File: config.mk
export PLATFORM = sky130hd
export DESIGN_NAME = gps_time_to_calendar_unit
export DESIGN_NICKNAME = d
export VERILOG_FILES = /design/src/hw/rtl/gtc_pkg.sv /design/src/hw/rtl/gtc_date.sv /design/src/hw/rtl/gtc_clock.sv /design/src/hw/rtl/gps_time_to_calendar_unit.sv
export SDC_FILE = /design/constraint.sdc
export NUM_CORES = 1
export LEC_CHECK = 0
export BUFFER_PORTS_ARGS = -buffer_cell sky130_fd_sc_hd__buf_2
export CELL_PAD_IN_SITES_DETAIL_PLACEMENT = 0
export CELL_PAD_IN_SITES_GLOBAL_PLACEMENT = 2
export CORE_MARGIN = 2
export CORE_UTILIZATION = 30
export DETAILED_ROUTE_END_ITERATION = 6
export GPL_TIMING_DRIVEN = 0
export HOLD_SLACK_MARGIN = 0.15
export PLACE_DENSITY = 0.65
export SYNTH_ARGS = -nofsm -noshare
export SYNTH_HDL_FRONTEND = slang
export SYNTH_SLANG_ARGS = --single-unit
File: constraint.sdc
create_clock -name i_clk -period 7.4 [get_ports i_clk]
set_input_delay 1.11 -clock i_clk [delete_from_list [all_inputs] [get_ports i_clk]]
set_output_delay 1.11 -clock i_clk [all_outputs]
set_load 0.05 [all_outputs]
File: src/hw/rtl/gtc_pkg.sv
// Shared types, constants and tables for the GPS time to calendar converter.
// Depends on nothing; every other file in hw/rtl imports it.
package gtc_pkg;

    localparam int SECS_PER_WEEK     = 604800;
    localparam int WEEK_OFFSET_RESET = 1024;
    localparam int EPOCH_DAY         = 5;
    localparam int BASE_YEAR         = 1980;
    localparam int DAYS_PER_QUAD     = 1461;
    localparam int DAYS_LEAP         = 366;
    localparam int DAYS_COMMON       = 365;
    localparam int SECS_PER_HOUR     = 3600;
    localparam int SECS_PER_MIN      = 60;

    // Reciprocal multipliers; each is exact over the operand range it sees.
    localparam int HOUR_RECIP = 149131;   // tod < 86400, shift 29
    localparam int HOUR_SHIFT = 29;
    localparam int MIN_RECIP  = 4370;     // rem < 3600, shift 18
    localparam int MIN_SHIFT  = 18;
    localparam int QUAD_RECIP = 22967;    // days < 35838, shift 25
    localparam int QUAD_SHIFT = 25;

    // Register stages in each of the date and clock units.
    localparam int SUB_LAT = 5;

    // First second of each weekday within the week.
    localparam logic [19:0] SECS_DAY_START [7] = '{
        20'd0, 20'd86400, 20'd172800, 20'd259200, 20'd345600, 20'd432000, 20'd518400
    };

    // First day of each month, zero based, in a common year.
    localparam logic [8:0] MONTH_START [12] = '{
        9'd0, 9'd31, 9'd59, 9'd90, 9'd120, 9'd151,
        9'd181, 9'd212, 9'd243, 9'd273, 9'd304, 9'd334
    };

    typedef struct packed {
        logic [9:0]  gps_week;
        logic [19:0] seconds_of_week;
    } t_in_word;

    typedef struct packed {
        logic [4:0]  day_of_month;
        logic [3:0]  month_number;
        logic [11:0] year_full;
        logic [4:0]  hour_of_day;
        logic [5:0]  minute_of_hour;
        logic [5:0]  second_of_minute;
        logic        range_error;
    } t_out_word;

    typedef struct packed {
        logic [4:0]  day;
        logic [3:0]  month;
        logic [11:0] year;
    } t_date;

    typedef struct packed {
        logic [4:0] hour;
        logic [5:0] minute;
        logic [5:0] second;
    } t_clock;

    // First day of month index m (0 is January); leap years shift March on.
    function automatic logic [8:0] month_start(input logic [3:0] m, input logic leap);
        logic [8:0] base;
        base = MONTH_START[m];
        if (leap && (m >= 4'd2)) begin
            base = base + 9'd1;
        end
        return base;
    endfunction

endpackage

File: src/hw/rtl/gtc_date.sv
// Date pipeline: week sum and weekday to day, month and full year.
// Five register stages; depends on gtc_pkg.
module gtc_date (
    input  logic                i_clk,
    input  logic [12:0]         i_week_sum,
    input  logic [2:0]          i_dow,
    output gtc_pkg::t_date      o_date
);
    import gtc_pkg::*;

    logic [15:0] r_d1_days;
    logic [15:0] r_d2_days;
    logic [4:0]  r_d2_quads;
    logic [10:0] r_d3_doy;
    logic [4:0]  r_d3_quads;
    logic [8:0]  r_d4_doy;
    logic        r_d4_leap;
    logic [11:0] r_d4_year;
    t_date       r_d5_date;

    logic [15:0] n_d1_days;
    logic [30:0] quad_prod;
    logic [4:0]  n_d2_quads;
    logic [10:0] n_d3_doy;
    logic [10:0] doy_rest;
    logic [1:0]  n_yoff;
    logic [8:0]  n_d4_doy;
    logic        n_d4_leap;
    logic [3:0]  mon_idx;
    logic [8:0]  mon_base;
    t_date       n_d5_date;

    // Stage 1: days since 1 January 1980.
    assign n_d1_days = 16'(i_week_sum) * 16'd7 + 16'(EPOCH_DAY) + 16'(i_dow);

    // Stage 2: four-year cycle count by reciprocal multiply.
    assign quad_prod  = 31'(r_d1_days) * 31'(QUAD_RECIP);
    assign n_d2_quads = 5'(quad_prod >> QUAD_SHIFT);

    // Stage 3: day within the four-year cycle.
    assign n_d3_doy = 11'(r_d2_days - 16'(r_d2_quads) * 16'(DAYS_PER_QUAD));

    // Stage 4: split the cycle into its leap year and three common years.
    always_comb begin
        doy_rest  = r_d3_doy - 11'(DAYS_LEAP);
        n_d4_leap = 1'b0;
        n_yoff    = 2'd0;
        n_d4_doy  = 9'(r_d3_doy);
        if (r_d3_doy < 11'(DAYS_LEAP)) begin
            n_d4_leap = 1'b1;
        end else if (doy_rest < 11'(DAYS_COMMON)) begin
            n_yoff   = 2'd1;
            n_d4_doy = 9'(doy_rest);
        end else if (doy_rest < 11'(2 * DAYS_COMMON)) begin
            n_yoff   = 2'd2;
            n_d4_doy = 9'(doy_rest - 11'(DAYS_COMMON));
        end else begin
            n_yoff   = 2'd3;
            n_d4_doy = 9'(doy_rest - 11'(2 * DAYS_COMMON));
        end
    end

    // Stage 5: find the month by its first day, all compares side by side.
    always_comb begin
        mon_idx  = 4'd0;
        mon_base = 9'd0;
        for (int m = 1; m < 12; m++) begin
            if (r_d4_doy >= month_start(4'(m), r_d4_leap)) begin
                mon_idx  = 4'(m);
                mon_base = month_start(4'(m), r_d4_leap);
            end
        end
        n_d5_date.day   = 5'(r_d4_doy - mon_base + 9'd1);
        n_d5_date.month = mon_idx + 4'd1;
        n_d5_date.year  = r_d4_year;
    end

    always_ff @(posedge i_clk) begin
        r_d1_days  <= n_d1_days;
        r_d2_days  <= r_d1_days;
        r_d2_quads <= n_d2_quads;
        r_d3_doy   <= n_d3_doy;
        r_d3_quads <= r_d2_quads;
        r_d4_doy   <= n_d4_doy;
        r_d4_leap  <= n_d4_leap;
        r_d4_year  <= 12'(BASE_YEAR) + {5'd0, r_d3_quads, 2'b00} + {10'd0, n_yoff};
        r_d5_date  <= n_d5_date;
    end

    assign o_date = r_d5_date;

endmodule

File: src/hw/rtl/gtc_clock.sv
// Clock pipeline: second of day to hour, minute and second.
// Five register stages; depends on gtc_pkg.
module gtc_clock (
    input  logic                i_clk,
    input  logic [16:0]         i_tod,
    output gtc_pkg::t_clock     o_clock
);
    import gtc_pkg::*;

    logic [16:0] r_c1_tod;
    logic [4:0]  r_c1_hour;
    logic [11:0] r_c2_rem;
    logic [4:0]  r_c2_hour;
    logic [11:0] r_c3_rem;
    logic [5:0]  r_c3_min;
    logic [4:0]  r_c3_hour;
    t_clock      r_c4_clock;
    t_clock      r_c5_clock;

    logic [34:0] hour_prod;
    logic [24:0] min_prod;
    t_clock      n_c4_clock;

    // Stage 1: hour by reciprocal multiply.
    assign hour_prod = 35'(i_tod) * 35'(HOUR_RECIP);

    // Stage 3: minute by reciprocal multiply of the seconds within the hour.
    assign min_prod = 25'(r_c2_rem) * 25'(MIN_RECIP);

    // Stage 4: second within the minute.
    always_comb begin
        n_c4_clock.hour   = r_c3_hour;
        n_c4_clock.minute = r_c3_min;
        n_c4_clock.second = 6'(r_c3_rem - 12'(r_c3_min) * 12'(SECS_PER_MIN));
    end

    always_ff @(posedge i_clk) begin
        r_c1_tod   <= i_tod;
        r_c1_hour  <= 5'(hour_prod >> HOUR_SHIFT);
        r_c2_rem   <= 12'(r_c1_tod - 17'(r_c1_hour) * 17'(SECS_PER_HOUR));
        r_c2_hour  <= r_c1_hour;
        r_c3_rem   <= r_c2_rem;
        r_c3_min   <= 6'(min_prod >> MIN_SHIFT);
        r_c3_hour  <= r_c2_hour;
        r_c4_clock <= n_c4_clock;
        // Hold one more stage to line up with the date pipeline.
        r_c5_clock <= r_c4_clock;
    end

    assign o_clock = r_c5_clock;

endmodule

File: src/hw/rtl/gps_time_to_calendar_unit.sv
// Top level of the GPS week / time-of-week to calendar date converter.
// Depends on gtc_pkg, gtc_date and gtc_clock.
//
//   channel   ports                       handshake
//   --------  --------------------------  ---------------------------------
//   input     start, busy, i_word         word taken when start && !busy
//   result    o_done, o_word              o_done high for one cycle per word
//   config    i_cfg_we, i_cfg_wdata       week_offset written when i_cfg_we
//
// Every word passes from acceptance to o_done through one input stage
// (range check, weekday split, week sum), five stages in the date and clock
// units (set by the reciprocal multiplies and the month search), and one
// output register. A new word may enter every cycle; busy stays low.
// Reset (i_rst_n low, synchronous) clears the valid bits and loads
// week_offset with 1024. The receiver cannot stall, so nothing is held back.
module gps_time_to_calendar_unit (
    input  logic                 i_clk,
    input  logic                 i_rst_n,
    input  logic                 start,
    output logic                 busy,
    input  gtc_pkg::t_in_word    i_word,
    output logic                 o_done,
    output gtc_pkg::t_out_word   o_word,
    input  logic                 i_cfg_we,
    input  logic [11:0]          i_cfg_wdata
);
    import gtc_pkg::*;

    logic [11:0]        r_week_offset;

    // Input stage.
    logic               r_s1_vld;
    logic               r_s1_rng;
    logic [12:0]        r_s1_week_sum;
    logic [2:0]         r_s1_dow;
    logic [16:0]        r_s1_tod;

    // Valid and range flags riding alongside the date and clock units.
    logic [SUB_LAT-1:0] r_vld_sr;
    logic [SUB_LAT-1:0] r_rng_sr;

    logic               r_done;
    t_out_word          r_out_word;

    logic               accept;
    logic [2:0]         n_dow;
    logic [19:0]        n_day_base;
    t_date              date;
    t_clock             clock_fields;
    t_out_word          n_out_word;

    assign busy   = 1'b0;
    assign accept = start && !busy;

    // Weekday by comparing against each day's first second; the tod is
    // what remains after the matched day start.
    always_comb begin
        n_dow      = 3'd0;
        n_day_base = SECS_DAY_START[0];
        for (int k = 1; k < 7; k++) begin
            if (i_word.seconds_of_week >= SECS_DAY_START[3'(k)]) begin
                n_dow      = 3'(k);
                n_day_base = SECS_DAY_START[3'(k)];
            end
        end
    end

    always_ff @(posedge i_clk) begin
        if (!i_rst_n) begin
            r_week_offset <= 12'(WEEK_OFFSET_RESET);
        end else if (i_cfg_we) begin
            r_week_offset <= i_cfg_wdata;
        end
    end

    // Control: valid bits advance every cycle.
    always_ff @(posedge i_clk) begin
        if (!i_rst_n) begin
            r_s1_vld <= 1'b0;
            r_vld_sr <= '0;
            r_done   <= 1'b0;
        end else begin
            r_s1_vld <= accept;
            r_vld_sr <= {r_vld_sr[SUB_LAT-2:0], r_s1_vld};
            r_done   <= r_vld_sr[SUB_LAT-1];
        end
    end

    // Payload: no reset needed.
    always_ff @(posedge i_clk) begin
        r_s1_rng      <= i_word.seconds_of_week >= 20'(SECS_PER_WEEK);
        r_s1_week_sum <= 13'(i_word.gps_week) + 13'(r_week_offset);
        r_s1_dow      <= n_dow;
        r_s1_tod      <= 17'(i_word.seconds_of_week - n_day_base);
        r_rng_sr      <= {r_rng_sr[SUB_LAT-2:0], r_s1_rng};
        r_out_word    <= n_out_word;
    end

    gtc_date u_date (
        .i_clk      (i_clk),
        .i_week_sum (r_s1_week_sum),
        .i_dow      (r_s1_dow),
        .o_date     (date)
    );

    gtc_clock u_clock (
        .i_clk   (i_clk),
        .i_tod   (r_s1_tod),
        .o_clock (clock_fields)
    );

    // Drop all date and time fields to zero for an out-of-range time of week.
    always_comb begin
        n_out_word = '0;
        n_out_word.range_error = r_rng_sr[SUB_LAT-1];
        if (!r_rng_sr[SUB_LAT-1]) begin
            n_out_word.day_of_month     = date.day;
            n_out_word.month_number     = date.month;
            n_out_word.year_full        = date.year;
            n_out_word.hour_of_day      = clock_fields.hour;
            n_out_word.minute_of_hour   = clock_fields.minute;
            n_out_word.second_of_minute = clock_fields.second;
        end
    end

    assign o_done = r_done;
    assign o_word = r_out_word;

    // Every accepted word comes out on o_done.
    a_latency: assert property (@(posedge i_clk) disable iff (!i_rst_n)
        accept |-> ##7 o_done)
        else $error("accepted word did not complete after seven cycles");

    // A range error carries an all-zero date and time.
    a_range_zero: assert property (@(posedge i_clk) disable iff (!i_rst_n)
        (o_done && o_word.range_error) |->
            (o_word.day_of_month == 5'd0 && o_word.month_number == 4'd0 &&
             o_word.year_full == 12'd0 && o_word.hour_of_day == 5'd0 &&
             o_word.minute_of_hour == 6'd0 && o_word.second_of_minute == 6'd0))
        else $error("range error word has nonzero fields");

    // A good word carries a sane date.
    a_date_sane: assert property (@(posedge i_clk) disable iff (!i_rst_n)
        (o_done && !o_word.range_error) |->
            (o_word.day_of_month >= 5'd1 && o_word.month_number >= 4'd1 &&
             o_word.month_number <= 4'd12 && o_word.year_full >= 12'd1980 &&
             o_word.year_full <= 12'd2079))
        else $error("date out of range");

    // A good word carries a sane time of day.
    a_time_sane: assert property (@(posedge i_clk) disable iff (!i_rst_n)
        (o_done && !o_word.range_error) |->
            (o_word.hour_of_day < 5'd24 && o_word.minute_of_hour < 6'd60 &&
             o_word.second_of_minute < 6'd60))
        else $error("time of day out of range");

endmodule

==> results_dict.tcl <==
set metrics [dict create \
    ys_top_cells_by_area "sky130_fd_sc_hd__ha_1 (26%), sky130_fd_sc_hd__dfxtp_1 (26%), sky130_fd_sc_hd__fa_1 (19%)" \
    antennaDiodeCount 0 \
    io_pins 87 \
    crit_path_max_incr_delay_ns 0.70 \
    cts-htree-levels 2 \
    cts_made_buffers 34 \
    synth_top_flop_cell "sky130_fd_sc_hd__dfxtp_1" \
    first_pass_grt_wire_length_mm 73.0 \
    chipHeight_um 271 \
    max-slew-margin-rel 0.434 \
    run_status "finished clean" \
    dominant_combinational_cell_family_by_area_after_synthesis "adder cells" \
    timing.critical_path.cells "inv_1 -> ha_1 -> fa_1 -> fa_1 -> inv_1 -> fa_1 -> fa_1 -> inv_1 -> fa_1 -> inv_1 -> ha_1 -> a2111oi_0 -> o21ai_0 -> nor2_1 -> o31a_1 -> a211o_1 -> a21oi_1 -> a211oi_1 -> xnor2_1" \
    remaining_drc_errors 0 \
    synth-edff-count 0 \
    ant_nets 0 \
    yosys_warnings 0 \
    globalRouteTotalUtil 0.122 \
    critical-path-slowest-cell "sky130_fd_sc_hd__dfxtp_1" \
    grt_overflow 0 \
    gp_congestion 0.830 \
    die_w_um 271 \
    grt_setup_unrepaired "no" \
    required_ns 7.86 \
    layout_min_cycle_time_ns 6.08 \
    row_count 97 \
    avgRoutedWirePerCell_um 13.5 \
    worst_slew_pin_slew_ns 0.842 \
    grt_start_max_net_pins 14 \
    final_hold_violation_count 0 \
    worst_path_most_repeated_cell "sky130_fd_sc_hd__fa_1" \
    timing_worst_setup_path_type "reg -> reg" \
    critical_path.max_fanout 9 \
    die_area_mm2 0.0733 \
    post_synth_instance_area_mm2 0.0213 \
    grt_antenna_before_repair 0 \
    critPathBufInv 4 \
    crit_arrival_ns 6.54 \
    via_count_of_the_first_global_routing_pass 14531 \
    timing.reg2reg.setup_slack_ns 1.32 \
    area_fraction_in_compound_gates_after_synthesis 0.0852 \
    clk_transition_reported_paths_ns 0.07 \
    fin_tns_setup_ns 0 \
    start_util 0.304 \
    ctsLongestPathBuffers 3 \
    number_of_buffers_added_for_setup_after_cts 0 \
    postCtsResizedCells 0 \
    nNetsFinal 2898 \
    drv.max_cap_violation_count 0 \
    ctsRootBufferMaster "sky130_fd_sc_hd__clkbuf_16" \
    dr_total_vias 13630 \
    postSynthAreaPerCell_um2 10.2 \
    drv_slew 0 \
    clock_insertion_delay_worst_skew_ns 0.55 \
    total_wire_length_mm 42.8 \
    synth-seq-area-share 0.255 \
    firstDrtPassIters 4 \
    synth_simple_gate_area_share 0.0691 \
    layout.cells.most_common_list "sky130_fd_sc_hd__inv_1 (468), sky130_fd_sc_hd__ha_1 (445), sky130_fd_sc_hd__dfxtp_1 (272)" \
    layout-drive-gt1-share 0.0728 \
    flow.area_growth_from_synthesis_pct 12.9 \
    setup_violations 0 \
    io_buffer_count 83 \
    gate_family_responsible_for_the_most_delay_along_the_worst_path "adder cells" \
    layout_worst_path_cycle_share 0.822 \
    worstHoldPathType "reg -> reg" \
    dpl.hpwl_mm 35.8 \
    worst_setup_path_start_kind "flip-flop" \
    post_drt_via_cell_ratio 4.31 \
    muxShareOfSynthArea 0.00886 \
    synth_seq_cells 272 \
    cp-end-kind "flip-flop" \
    timing.fmax_ghz 0.164 \
    fp.coreArea_mm2 0.0703 \
    post_synth_fa_ha_maj_area_fraction 0.452 \
    synthDistinctLibCells 71 \
    asyncSetResetFlopFracSynth 0 \
    drtIter0Drc 397 \
    clock_sink_count 272 \
    cts_hold_repair.buffers 0 \
    final_common_cell "sky130_fd_sc_hd__inv_1" \
    finClkSkew_ns 0.0236 \
    hold_slack_ns 0.315 \
    synthesis.nets 2779 \
    syn_inst 2084 \
    synth_top_area_frac 0.261 \
    tritoncts "built" \
    synth_xor_xnor_area_share 0.0406 \
    yosys.area.top_type "sky130_fd_sc_hd__ha_1" \
]
cell families (layout without fill, tap and decap cells):
group	count (synthesis)	after routing
xor gates and xnor gates	99	99
other	1	1
buffers and inverters	497	639
DFF	272	272
adders and majority gates	649	649
and+or+nand+nor	279	279
AOI/OAI and AO/OA	269	269
muxes	18	18
layer usage:
| layer | GRT usage | share of wire | vias up |
|---|---|---|---|
| li1 | - | - | 7007 |
| met1 | 0.161 | 0.49 | 6399 |
| met2 | 0.208 | 0.46 | 174 |
| met3 | 0.0191 | 0.032 | 50 |
| met4 | 0.0272 | 0.017 | 0 |
| met5 | 0 | 0 | - |
final timing paths:
| kind | startpoint | cells after the start | to |
|---|---|---|---|
| setup / recovery | r_s1_tod[6]$_DFF_P_ | 19 | u_clock.r_c1_hour[4]$_DFF_P_ |
| hold / removal | r_s1_rng$_DFF_P_ | 0 | r_rng_sr[0]$_DFF_P_ |
| setup reg to reg | r_s1_tod[6]$_DFF_P_ | 19 | u_clock.r_c1_hour[4]$_DFF_P_ |
| hold reg to reg | r_s1_rng$_DFF_P_ | 0 | r_rng_sr[0]$_DFF_P_ |
metrics by stage:
step           instance area, µm²  std cells  worst slack [ns]  utilization
6_report                    24100       3166              1.32        0.343
5_1_grt                     24100       3166             0.971        0.343
4_1_cts                     24100       3166              1.27        0.343
3_5_place_dp                22900       3107              1.28        0.326
3_3_place_gp                22900       3107              1.30        0.326
2_1_floorplan               21300       2084              1.94            -
registers in the layout (all words and copies together), names as in the netlist, 6 cells and up:
name                count
r_s1_week_sum          13
u_date.r_d2_days       11
u_clock.r_c3_rem        6
u_date.r_d4_year       12
o_word                 39
u_clock.o_clock        17
u_clock.r_c4_clock     17
u_clock.r_c1_tod       12
r_week_offset          12
r_s1_tod               17
u_clock.r_c3_min        6
u_date.r_d3_doy        11
u_date.r_d1_days       16
u_date.o_date          21
u_clock.r_c2_rem       12
u_date.r_d4_doy         9
final cells by class:
class | instances | area, µm²
Buffer | 29 | 129
Clock buffer | 48 | 993
Clock inverter | 11 | 164
Fill cell | 7165 | 46200
Inverter | 468 | 1760
Multi-Input combinational cell | 1315 | 14000
Sequential cell | 272 | 5450
Tap cell | 940 | 1180
Timing Repair Buffer | 83 | 415
Yosys cell counts, drive strengths merged, types with 3 or more instances:
| cell type | number |
|---|---|
| o21ai | 49 |
| ha | 445 |
| nand4 | 12 |
| a211o | 4 |
| mux2 | 4 |
| o41a | 3 |
| o41ai | 3 |
| a31oi | 9 |
| dfxtp | 272 |
| or2 | 5 |
| o2111ai | 3 |
| or3 | 5 |
| and2 | 16 |
| a221oi | 4 |
| xnor2 | 70 |
| inv | 468 |
| a21o | 33 |
| nand2 | 46 |
| buf | 12 |
| o21bai | 8 |
| nor2b | 64 |
| o31a | 3 |
| nand3 | 17 |
| xor2 | 29 |
| nor4 | 4 |
| a21oi | 71 |
| o21a | 15 |
| or4 | 3 |
| clkbuf | 17 |
| a311oi | 4 |
| nand2b | 14 |
| a211oi | 10 |
| mux2i | 14 |
| o211ai | 15 |
| and3 | 6 |
| fa | 204 |
| a21boi | 6 |
| a2111oi | 6 |
| nor2 | 58 |
| nor3 | 18 |
worst register-to-register path: cells and delay by family, from the launching register on:
family	cells	cell delay [ns]
buffers and inverters	4	0.27
adder cells (fa/ha/maj)	7	3.15
AO/OA/AOI/OAI	6	1.57
flip-flops	1	0.70
XOR/XNOR	1	0.19
AND/OR/NAND/NOR	1	0.13
Power is left out: the tool's default activity adds up to more than one toggle a clock period on the data nets, which glitch-free logic cannot reach.
